[src/hdl/hldf_pkg.sv]
// ----------------------------------------------------------------------------
// hldf_pkg
// shared types and constants of the header/length frame deframer
// ----------------------------------------------------------------------------
package hldf_pkg;

    localparam int unsigned BYTE_W   = 8;
    localparam int unsigned APB_DW   = 32;
    localparam int unsigned APB_AW   = 3;

    // register indexes, taken from paddr[2]
    localparam logic REG_FIRST_HEADER  = 1'b0;
    localparam logic REG_SECOND_HEADER = 1'b1;

    localparam logic [BYTE_W-1:0] FIRST_HEADER_RST  = 8'hAA;
    localparam logic [BYTE_W-1:0] SECOND_HEADER_RST = 8'h55;

    // result kinds
    localparam logic KIND_PAYLOAD = 1'b0;
    localparam logic KIND_EOF     = 1'b1;

    typedef struct packed {
        logic              kind;
        logic [BYTE_W-1:0] frame_type;
        logic [BYTE_W-1:0] data_byte;
        logic [BYTE_W-1:0] position;
        logic [BYTE_W-1:0] frame_length;
        logic              is_last;
    } t_result;

endpackage

[src/hdl/header_length_frame_deframer_core.sv]
// ----------------------------------------------------------------------------
// header_length_frame_deframer_core
// byte-stream parser for frames of header, type, length, payload, checksum
// ----------------------------------------------------------------------------
//  channel   direction  handshake                      payload
//  rx        in         i_in_valid / o_in_stall        i_rx_byte
//  result    out        o_out_valid / i_out_stall      o_kind .. o_is_last
//  config    in         apb (psel, penable, pwrite)    paddr, pwdata, prdata
//
//  one received byte is taken per cycle while o_in_stall is low; it is
//  parsed in the same cycle and any result is registered
//  a result register plus a skid stage decouple the two sides: o_in_stall
//  rises only when both hold a result; until then the rate is one byte per cycle
//  synchronous active-low reset puts the parser back to hunting the first
//  header byte and restores the header registers to 0xaa and 0x55
// ----------------------------------------------------------------------------
module header_length_frame_deframer_core (
    input  logic                              i_clk,
    input  logic                              i_rst_n,
    // received bytes
    input  logic                              i_in_valid,
    output logic                              o_in_stall,
    input  logic [hldf_pkg::BYTE_W-1:0]       i_rx_byte,
    // parsed results
    output logic                              o_out_valid,
    input  logic                              i_out_stall,
    output logic                              o_kind,
    output logic [hldf_pkg::BYTE_W-1:0]       o_frame_type,
    output logic [hldf_pkg::BYTE_W-1:0]       o_data_byte,
    output logic [hldf_pkg::BYTE_W-1:0]       o_position,
    output logic [hldf_pkg::BYTE_W-1:0]       o_frame_length,
    output logic                              o_is_last,
    // register port
    input  logic                              psel,
    input  logic                              penable,
    input  logic                              pwrite,
    input  logic [hldf_pkg::APB_AW-1:0]       paddr,
    input  logic [hldf_pkg::APB_DW-1:0]       pwdata,
    output logic [hldf_pkg::APB_DW-1:0]       prdata,
    output logic                              pready
);

    logic [hldf_pkg::BYTE_W-1:0] first_header;
    logic [hldf_pkg::BYTE_W-1:0] second_header;
    logic                        in_take;
    logic                        res_valid;
    logic                        skid_full;
    hldf_pkg::t_result           res;
    hldf_pkg::t_result           out_res;

    // header values, written through apb
    hldf_apb_regs u_regs (
        .i_clk           (i_clk),
        .i_rst_n         (i_rst_n),
        .psel            (psel),
        .penable         (penable),
        .pwrite          (pwrite),
        .paddr           (paddr),
        .pwdata          (pwdata),
        .prdata          (prdata),
        .pready          (pready),
        .o_first_header  (first_header),
        .o_second_header (second_header)
    );

    // a byte is taken whenever the skid stage has room
    assign o_in_stall = skid_full;
    assign in_take    = i_in_valid && !skid_full;

    // frame state machine, advances once per accepted byte
    hldf_parser u_parser (
        .i_clk           (i_clk),
        .i_rst_n         (i_rst_n),
        .i_take          (in_take),
        .i_rx_byte       (i_rx_byte),
        .i_first_header  (first_header),
        .i_second_header (second_header),
        .o_res_valid     (res_valid),
        .o_res           (res)
    );

    // payload and end-of-frame results wait here for the consumer
    hldf_out_skid u_out (
        .i_clk   (i_clk),
        .i_rst_n (i_rst_n),
        .i_push  (in_take && res_valid),
        .i_res   (res),
        .o_full  (skid_full),
        .o_valid (o_out_valid),
        .i_stall (i_out_stall),
        .o_res   (out_res)
    );

    assign o_kind         = out_res.kind;
    assign o_frame_type   = out_res.frame_type;
    assign o_data_byte    = out_res.data_byte;
    assign o_position     = out_res.position;
    assign o_frame_length = out_res.frame_length;
    assign o_is_last      = out_res.is_last;

endmodule

[src/hdl/hldf_apb_regs.sv]
// ----------------------------------------------------------------------------
// hldf_apb_regs
// apb register file holding the two header byte values
// ----------------------------------------------------------------------------
module hldf_apb_regs (
    input  logic                              i_clk,
    input  logic                              i_rst_n,
    input  logic                              psel,
    input  logic                              penable,
    input  logic                              pwrite,
    input  logic [hldf_pkg::APB_AW-1:0]       paddr,
    input  logic [hldf_pkg::APB_DW-1:0]       pwdata,
    output logic [hldf_pkg::APB_DW-1:0]       prdata,
    output logic                              pready,
    output logic [hldf_pkg::BYTE_W-1:0]       o_first_header,
    output logic [hldf_pkg::BYTE_W-1:0]       o_second_header
);

    logic [hldf_pkg::BYTE_W-1:0] r_first_header;
    logic [hldf_pkg::BYTE_W-1:0] r_second_header;
    logic                        wr_en;
    logic                        reg_idx;

    assign pready  = 1'b1;
    assign reg_idx = paddr[2];
    assign wr_en   = psel && penable && pwrite;

    always_ff @(posedge i_clk) begin
        if (!i_rst_n) begin
            r_first_header  <= hldf_pkg::FIRST_HEADER_RST;
            r_second_header <= hldf_pkg::SECOND_HEADER_RST;
        end else if (wr_en) begin
            if (reg_idx == hldf_pkg::REG_FIRST_HEADER) begin
                r_first_header <= pwdata[hldf_pkg::BYTE_W-1:0];
            end else begin
                r_second_header <= pwdata[hldf_pkg::BYTE_W-1:0];
            end
        end
    end

    always_comb begin
        prdata = '0;
        if (reg_idx == hldf_pkg::REG_FIRST_HEADER) begin
            prdata[hldf_pkg::BYTE_W-1:0] = r_first_header;
        end else begin
            prdata[hldf_pkg::BYTE_W-1:0] = r_second_header;
        end
    end

    assign o_first_header  = r_first_header;
    assign o_second_header = r_second_header;

endmodule

[src/hdl/hldf_parser.sv]
// ----------------------------------------------------------------------------
// hldf_parser
// frame state machine: header hunt, type, length, payload and checksum
// ----------------------------------------------------------------------------
module hldf_parser (
    input  logic                        i_clk,
    input  logic                        i_rst_n,
    input  logic                        i_take,
    input  logic [hldf_pkg::BYTE_W-1:0] i_rx_byte,
    input  logic [hldf_pkg::BYTE_W-1:0] i_first_header,
    input  logic [hldf_pkg::BYTE_W-1:0] i_second_header,
    output logic                        o_res_valid,
    output hldf_pkg::t_result           o_res
);

    localparam logic [2:0] PH_HUNT_FIRST  = 3'd0;
    localparam logic [2:0] PH_HUNT_SECOND = 3'd1;
    localparam logic [2:0] PH_TYPE        = 3'd2;
    localparam logic [2:0] PH_LENGTH      = 3'd3;
    localparam logic [2:0] PH_PAYLOAD     = 3'd4;
    localparam logic [2:0] PH_CHECKSUM    = 3'd5;

    logic [2:0]                  r_phase,  n_phase;
    logic [hldf_pkg::BYTE_W-1:0] r_type,   n_type;
    logic [hldf_pkg::BYTE_W-1:0] r_length, n_length;
    logic [hldf_pkg::BYTE_W-1:0] r_count,  n_count;
    logic [hldf_pkg::BYTE_W:0]   pos_next;

    assign pos_next = {1'b0, r_count} + {{hldf_pkg::BYTE_W{1'b0}}, 1'b1};

    always_comb begin
        n_phase          = r_phase;
        n_type           = r_type;
        n_length         = r_length;
        n_count          = r_count;
        o_res_valid      = 1'b0;
        o_res.kind       = hldf_pkg::KIND_PAYLOAD;
        o_res.frame_type = r_type;
        o_res.data_byte  = i_rx_byte;
        o_res.position   = r_count;
        o_res.frame_length = r_length;
        o_res.is_last    = 1'b0;
        case (r_phase)
            PH_HUNT_SECOND: begin
                if (i_rx_byte == i_second_header) begin
                    n_phase = PH_TYPE;
                end else if (i_rx_byte == i_first_header) begin
                    n_phase = PH_HUNT_SECOND;
                end else begin
                    n_phase = PH_HUNT_FIRST;
                end
            end
            PH_TYPE: begin
                n_type  = i_rx_byte;
                n_phase = PH_LENGTH;
            end
            PH_LENGTH: begin
                n_length = i_rx_byte;
                n_count  = '0;
                n_phase  = (i_rx_byte == '0) ? PH_CHECKSUM : PH_PAYLOAD;
            end
            PH_PAYLOAD: begin
                o_res_valid = 1'b1;
                n_count     = pos_next[hldf_pkg::BYTE_W-1:0];
                if (pos_next >= {1'b0, r_length}) begin
                    n_phase = PH_CHECKSUM;
                end
            end
            PH_CHECKSUM: begin
                o_res_valid     = 1'b1;
                o_res.kind      = hldf_pkg::KIND_EOF;
                o_res.data_byte = '0;
                o_res.position  = '0;
                o_res.is_last   = 1'b1;
                n_phase         = PH_HUNT_FIRST;
            end
            default: begin
                // hunting, and any code with no meaning
                n_phase = (i_rx_byte == i_first_header) ? PH_HUNT_SECOND : PH_HUNT_FIRST;
            end
        endcase
    end

    always_ff @(posedge i_clk) begin
        if (!i_rst_n) begin
            r_phase  <= PH_HUNT_FIRST;
            r_type   <= '0;
            r_length <= '0;
            r_count  <= '0;
        end else if (i_take) begin
            r_phase  <= n_phase;
            r_type   <= n_type;
            r_length <= n_length;
            r_count  <= n_count;
        end
    end

endmodule

[src/hdl/hldf_out_skid.sv]
// ----------------------------------------------------------------------------
// hldf_out_skid
// result register with a skid stage so the input side keeps flowing
// ----------------------------------------------------------------------------
module hldf_out_skid (
    input  logic              i_clk,
    input  logic              i_rst_n,
    input  logic              i_push,
    input  hldf_pkg::t_result i_res,
    output logic              o_full,
    output logic              o_valid,
    input  logic              i_stall,
    output hldf_pkg::t_result o_res
);

    logic              r_out_valid;
    logic              r_skid_valid;
    hldf_pkg::t_result r_out;
    hldf_pkg::t_result r_skid;
    logic              out_pop;

    assign out_pop = r_out_valid && !i_stall;

    always_ff @(posedge i_clk) begin
        if (!i_rst_n) begin
            r_out_valid  <= 1'b0;
            r_skid_valid <= 1'b0;
        end else if (r_skid_valid) begin
            if (out_pop) begin
                r_skid_valid <= 1'b0;
            end
        end else if (i_push) begin
            if (r_out_valid && !out_pop) begin
                r_skid_valid <= 1'b1;
            end else begin
                r_out_valid <= 1'b1;
            end
        end else if (out_pop) begin
            r_out_valid <= 1'b0;
        end
    end

    always_ff @(posedge i_clk) begin
        if (r_skid_valid) begin
            if (out_pop) begin
                r_out <= r_skid;
            end
        end else if (i_push) begin
            if (r_out_valid && !out_pop) begin
                r_skid <= i_res;
            end else begin
                r_out <= i_res;
            end
        end
    end

    assign o_full  = r_skid_valid;
    assign o_valid = r_out_valid;
    assign o_res   = r_out;

`ifndef SYNTHESIS
    a_skid_needs_out: assert property (@(posedge i_clk) disable iff (!i_rst_n)
        r_skid_valid |-> r_out_valid)
        else $error("skid entry held without a result in the output register");

    a_no_push_when_full: assert property (@(posedge i_clk) disable iff (!i_rst_n)
        r_skid_valid |-> !i_push)
        else $error("request pushed while skid stage full");

    a_stall_fills_skid: assert property (@(posedge i_clk) disable iff (!i_rst_n)
        (i_push && r_out_valid && i_stall) |=> r_skid_valid)
        else $error("result lost while output stalled");

    a_skid_drains: assert property (@(posedge i_clk) disable iff (!i_rst_n)
        (r_skid_valid && !i_stall) |=> (r_out_valid && !r_skid_valid))
        else $error("skid entry not moved to output register");
`endif

endmodule
[config.mk]
export PLATFORM = sky130hd
export DESIGN_NAME = header_length_frame_deframer_core
export DESIGN_NICKNAME = d
export VERILOG_FILES = /design/src/hdl/hldf_pkg.sv /design/src/hdl/header_length_frame_deframer_core.sv /design/src/hdl/hldf_apb_regs.sv /design/src/hdl/hldf_parser.sv /design/src/hdl/hldf_out_skid.sv
export SDC_FILE = /design/constraint.sdc
export NUM_CORES = 1
export LEC_CHECK = 0
export BUFFER_PORTS_ARGS = -buffer_cell sky130_fd_sc_hd__buf_2
export CORE_MARGIN = 2
export CORE_UTILIZATION = 25
export DETAILED_ROUTE_END_ITERATION = 10
export HOLD_SLACK_MARGIN = 0.05
export PLACE_DENSITY = 0.56
export SLEW_MARGIN = 30
export SYNTH_ARGS = -nofsm -noshare
export SYNTH_HDL_FRONTEND = slang
export SYNTH_SLANG_ARGS = --single-unit
[constraint.sdc]
create_clock -name i_clk -period 3.89 [get_ports i_clk]
set_input_delay 0.5835 -clock i_clk [delete_from_list [all_inputs] [get_ports i_clk]]
set_output_delay 0.5835 -clock i_clk [all_outputs]
set_load 0.005 [all_outputs]
==> flow_metrics.env <==
export IMPL_synth_simple_area_share_pct=14.7
export IMPL_placedCellCount=769
export IMPL_cts_tree="yes"
export IMPL_synth_xor_area_share_pct=3.75
export IMPL_routedWlPerCell_microns=13.8
export IMPL_worstPathMaxFanout=6
export IMPL_die_area_sq_um=21700
export IMPL_gp_congestion=0.849
export IMPL_synthTopCellsByArea="edfxtp_1 39%, dfxtp_1 18%, mux2_2 7.2%, nand2_1 5.3%, buf_4 4.1%"
export IMPL_hpwl_microns=7750
export IMPL_path_clk_slew_ns=0.07
export IMPL_setup_violations_final=0
export IMPL_holdWs_ns=0.457
export IMPL_diodes=0
export IMPL_worstMarginPinSlew_ns=0.758
export IMPL_initial_utilization_pct=25.4
export IMPL_hold_buffers=0
export IMPL_synth_cells=451
export IMPL_netlist_area_sq_um=5140
export IMPL_grt_pass1_vias=3303
export IMPL_area_growth_pct=16.3
export IMPL_htree_levels=3
export IMPL_crit_required_ns=4.12
export IMPL_ios=119
export IMPL_synthTopCellsByCount="73 x nand2_1, 66 x edfxtp_1, 45 x dfxtp_1, 33 x mux2_2, 28 x buf_4"
export IMPL_power_density_nw_per_um2=403
export IMPL_clock_sinks=111
export IMPL_fillers=2065
export IMPL_max_clock_path_buffers=2
export IMPL_rsz0062_at_grt="false"
export IMPL_skew_ns=0.0119
export IMPL_synthMuxAreaShare_pct=8.78
export IMPL_nets=569
export IMPL_ys_ff_latch=111
export IMPL_worst_setup_path_type="flop to flop"
export IMPL_drv_cap=0
export IMPL_slew_violations=0
export IMPL_status="finished clean"
export IMPL_clkLatencyLatePin_ns=0.35
export IMPL_yosys_area_share_adder_pct=2.19
export IMPL_hold_viol=0
export IMPL_peakVddDrop_mv=0.255
export IMPL_synth_top_area_cell="edfxtp_1"
export IMPL_async_reset_ff_share_pct=0
export IMPL_cp_arrival_ns=2.82
export IMPL_hold_path_class="flop to flop"
export IMPL_fin_crit_ns=2.59
export IMPL_portBuffers=67
export IMPL_synth_top_flop_cell="edfxtp_1"
export IMPL_synth_compound_area_share_pct=7.64
export IMPL_layout_cells_non_filler=785
export IMPL_synth_most_common_cell="nand2_1"
export IMPL_core_area_sq_um=20200
export IMPL_num_vias=3336
export IMPL_gr_total_overflow=0
export IMPL_viasPerCell=4.25
export IMPL_first_iter_violations=246
export IMPL_fmax_mhz=386
export IMPL_relSlewSlack_pct=49.5
export IMPL_grt_antenna_before_repair=0
export IMPL_die_w_microns=147
export IMPL_drc=0
export IMPL_multi_input_area_sq_um=2010
export IMPL_synth_distinct_cells=48
export IMPL_syn_mean_instance_area_sq_um=11.4
export IMPL_ant_nets=0
export IMPL_grt_pass1_wl_microns=17300
export IMPL_synth_warnings=0
export IMPL_drive_gt1_share_pct=25.6
export IMPL_critPathCaptureType="flop"
export IMPL_reg2reg_setup_slack_ns=1.30
export IMPL_die_y_microns=147
export IMPL_grt_max_degree=48
export IMPL_cts_made_buffers=9
export IMPL_num_rows=52
export IMPL_p_leak_nw=2.22
export IMPL_period_share_pct=66.6
export IMPL_cts_resized=0
export IMPL_regArea_sq_um=2890
export IMPL_cts_setup_buffers=0
export IMPL_synth_top_family_by_area="simple AND/OR/NAND/NOR gates"
export IMPL_first_pass_iters=4
export IMPL_cts_root_buf="clkbuf_16"
export IMPL_synth_edf_count=66
export IMPL_wirelength_microns=10800
export IMPL_cp_start_kind="flop"
export IMPL_synth_yosys_seq_area_share_pct=56.0
export IMPL_track_usage_pct=10.2
export IMPL_fin_tns_setup_ns=0
export IMPL_synthDominantCellAreaShare_pct=38.5
[sequential cells by signal, summed over array words and instances (netlist names)]
signal                  count
u_parser.r_phase            3
u_parser.r_length           8
u_out.r_skid               33
u_parser.r_type             8
u_regs.o_first_header       8
u_regs.o_second_header      8
u_out.o_res                33
u_parser.r_count            8
u_out.o_valid               1
u_out.o_full                1
[where the power goes]
part           switching (mW)  total [mW]  leakage [nW]  internal [mW]
clock                   0.433        1.07         0.172          0.639
combinational          0.0546      0.0958          1.09         0.0413
sequential            0.00554        1.24         0.957           1.24
total                   0.494        2.41          2.22           1.92
[placed cells by master (no fill, tap or decap), types with 3 or more instances in the layout]
| master | instances |
|---|---|
| a21boi_0 | 22 |
| ha_1 | 9 |
| o21ai_0 | 12 |
| nor2_1 | 9 |
| dfxtp_1 | 44 |
| a211oi_1 | 3 |
| inv_1 | 12 |
| and2_1 | 14 |
| nor3_1 | 8 |
| xnor2_1 | 9 |
| nand3_1 | 14 |
| xor2_1 | 13 |
| nand4_1 | 3 |
| clkbuf_16 | 9 |
| bufinv_16 | 3 |
| buf_2 | 67 |
| a21oi_1 | 4 |
| mux2i_1 | 8 |
| edfxtp_1 | 66 |
| conb_1 | 25 |
| nor2b_1 | 13 |
| nand2_1 | 73 |
| o21a_1 | 4 |
| mux2_2 | 33 |
[kinds of logic after synthesis]
kind of cell	after synthesis
compound gates	57
xor+xnor	22
fa+ha+maj	9
buf+inv	56
flops	111
mux	41
other cells	2
simple gates	153
[metal layers]
metal,track usage [%],vias to the layer above,share of wire (%)
met4,2.16,0,0.84
met5,0,-,0
met1,13.4,1583,47
met2,16.6,103,46
met3,3.06,8,6.0
li1,-,1642,-
[through the flow]
stage / setup slack, ns / cell area (sq um) / power [mW] / util, %
after global placement: 1.34 / 5630 / 1.36 / 27.8
final: 1.30 / 5980 / 2.41 / 29.6
after CTS: 1.30 / 5980 / 2.44 / 29.6
after global routing: 1.12 / 5980 / 2.49 / 29.6
after floorplan: 0.0969 / 5230 / 1.34 / -
after detailed placement: 1.34 / 5630 / 1.37 / 27.8
[cell type report]
cell class / instances / share of cell area, %
multi-input combinational: 307 / 33.6
clock buffer: 9 / 3.76
inverter: 12 / 0.753
timing repair buffer: 69 / 5.86
clock inverter: 7 / 2.09
sequential: 111 / 48.2
tap: 270 / 5.65
[worst paths after layout]
kind	startpoint	to	cells past startpoint
setup / recovery	u_parser.r_count[0]	u_parser.r_phase[1]	9
hold / removal	u_parser.r_length[4]	u_out.r_skid[5]	0
setup reg to reg	u_parser.r_count[0]	u_parser.r_phase[1]	9
hold reg to reg	u_parser.r_length[4]	u_out.r_skid[5]	0
[worst max-delay path: stages, from the launching register on]
cell and delay (ns):
dfxtp_1 0.42, ha_1 0.27, nand3_2 0.14, or2_4 0.30, xnor2_1 0.13, ha_1 0.30, nand3_1 0.10, o32a_2 0.42
a211oi_1 0.28, o22ai_1 0.10
(Power assumes the default switching activity.)
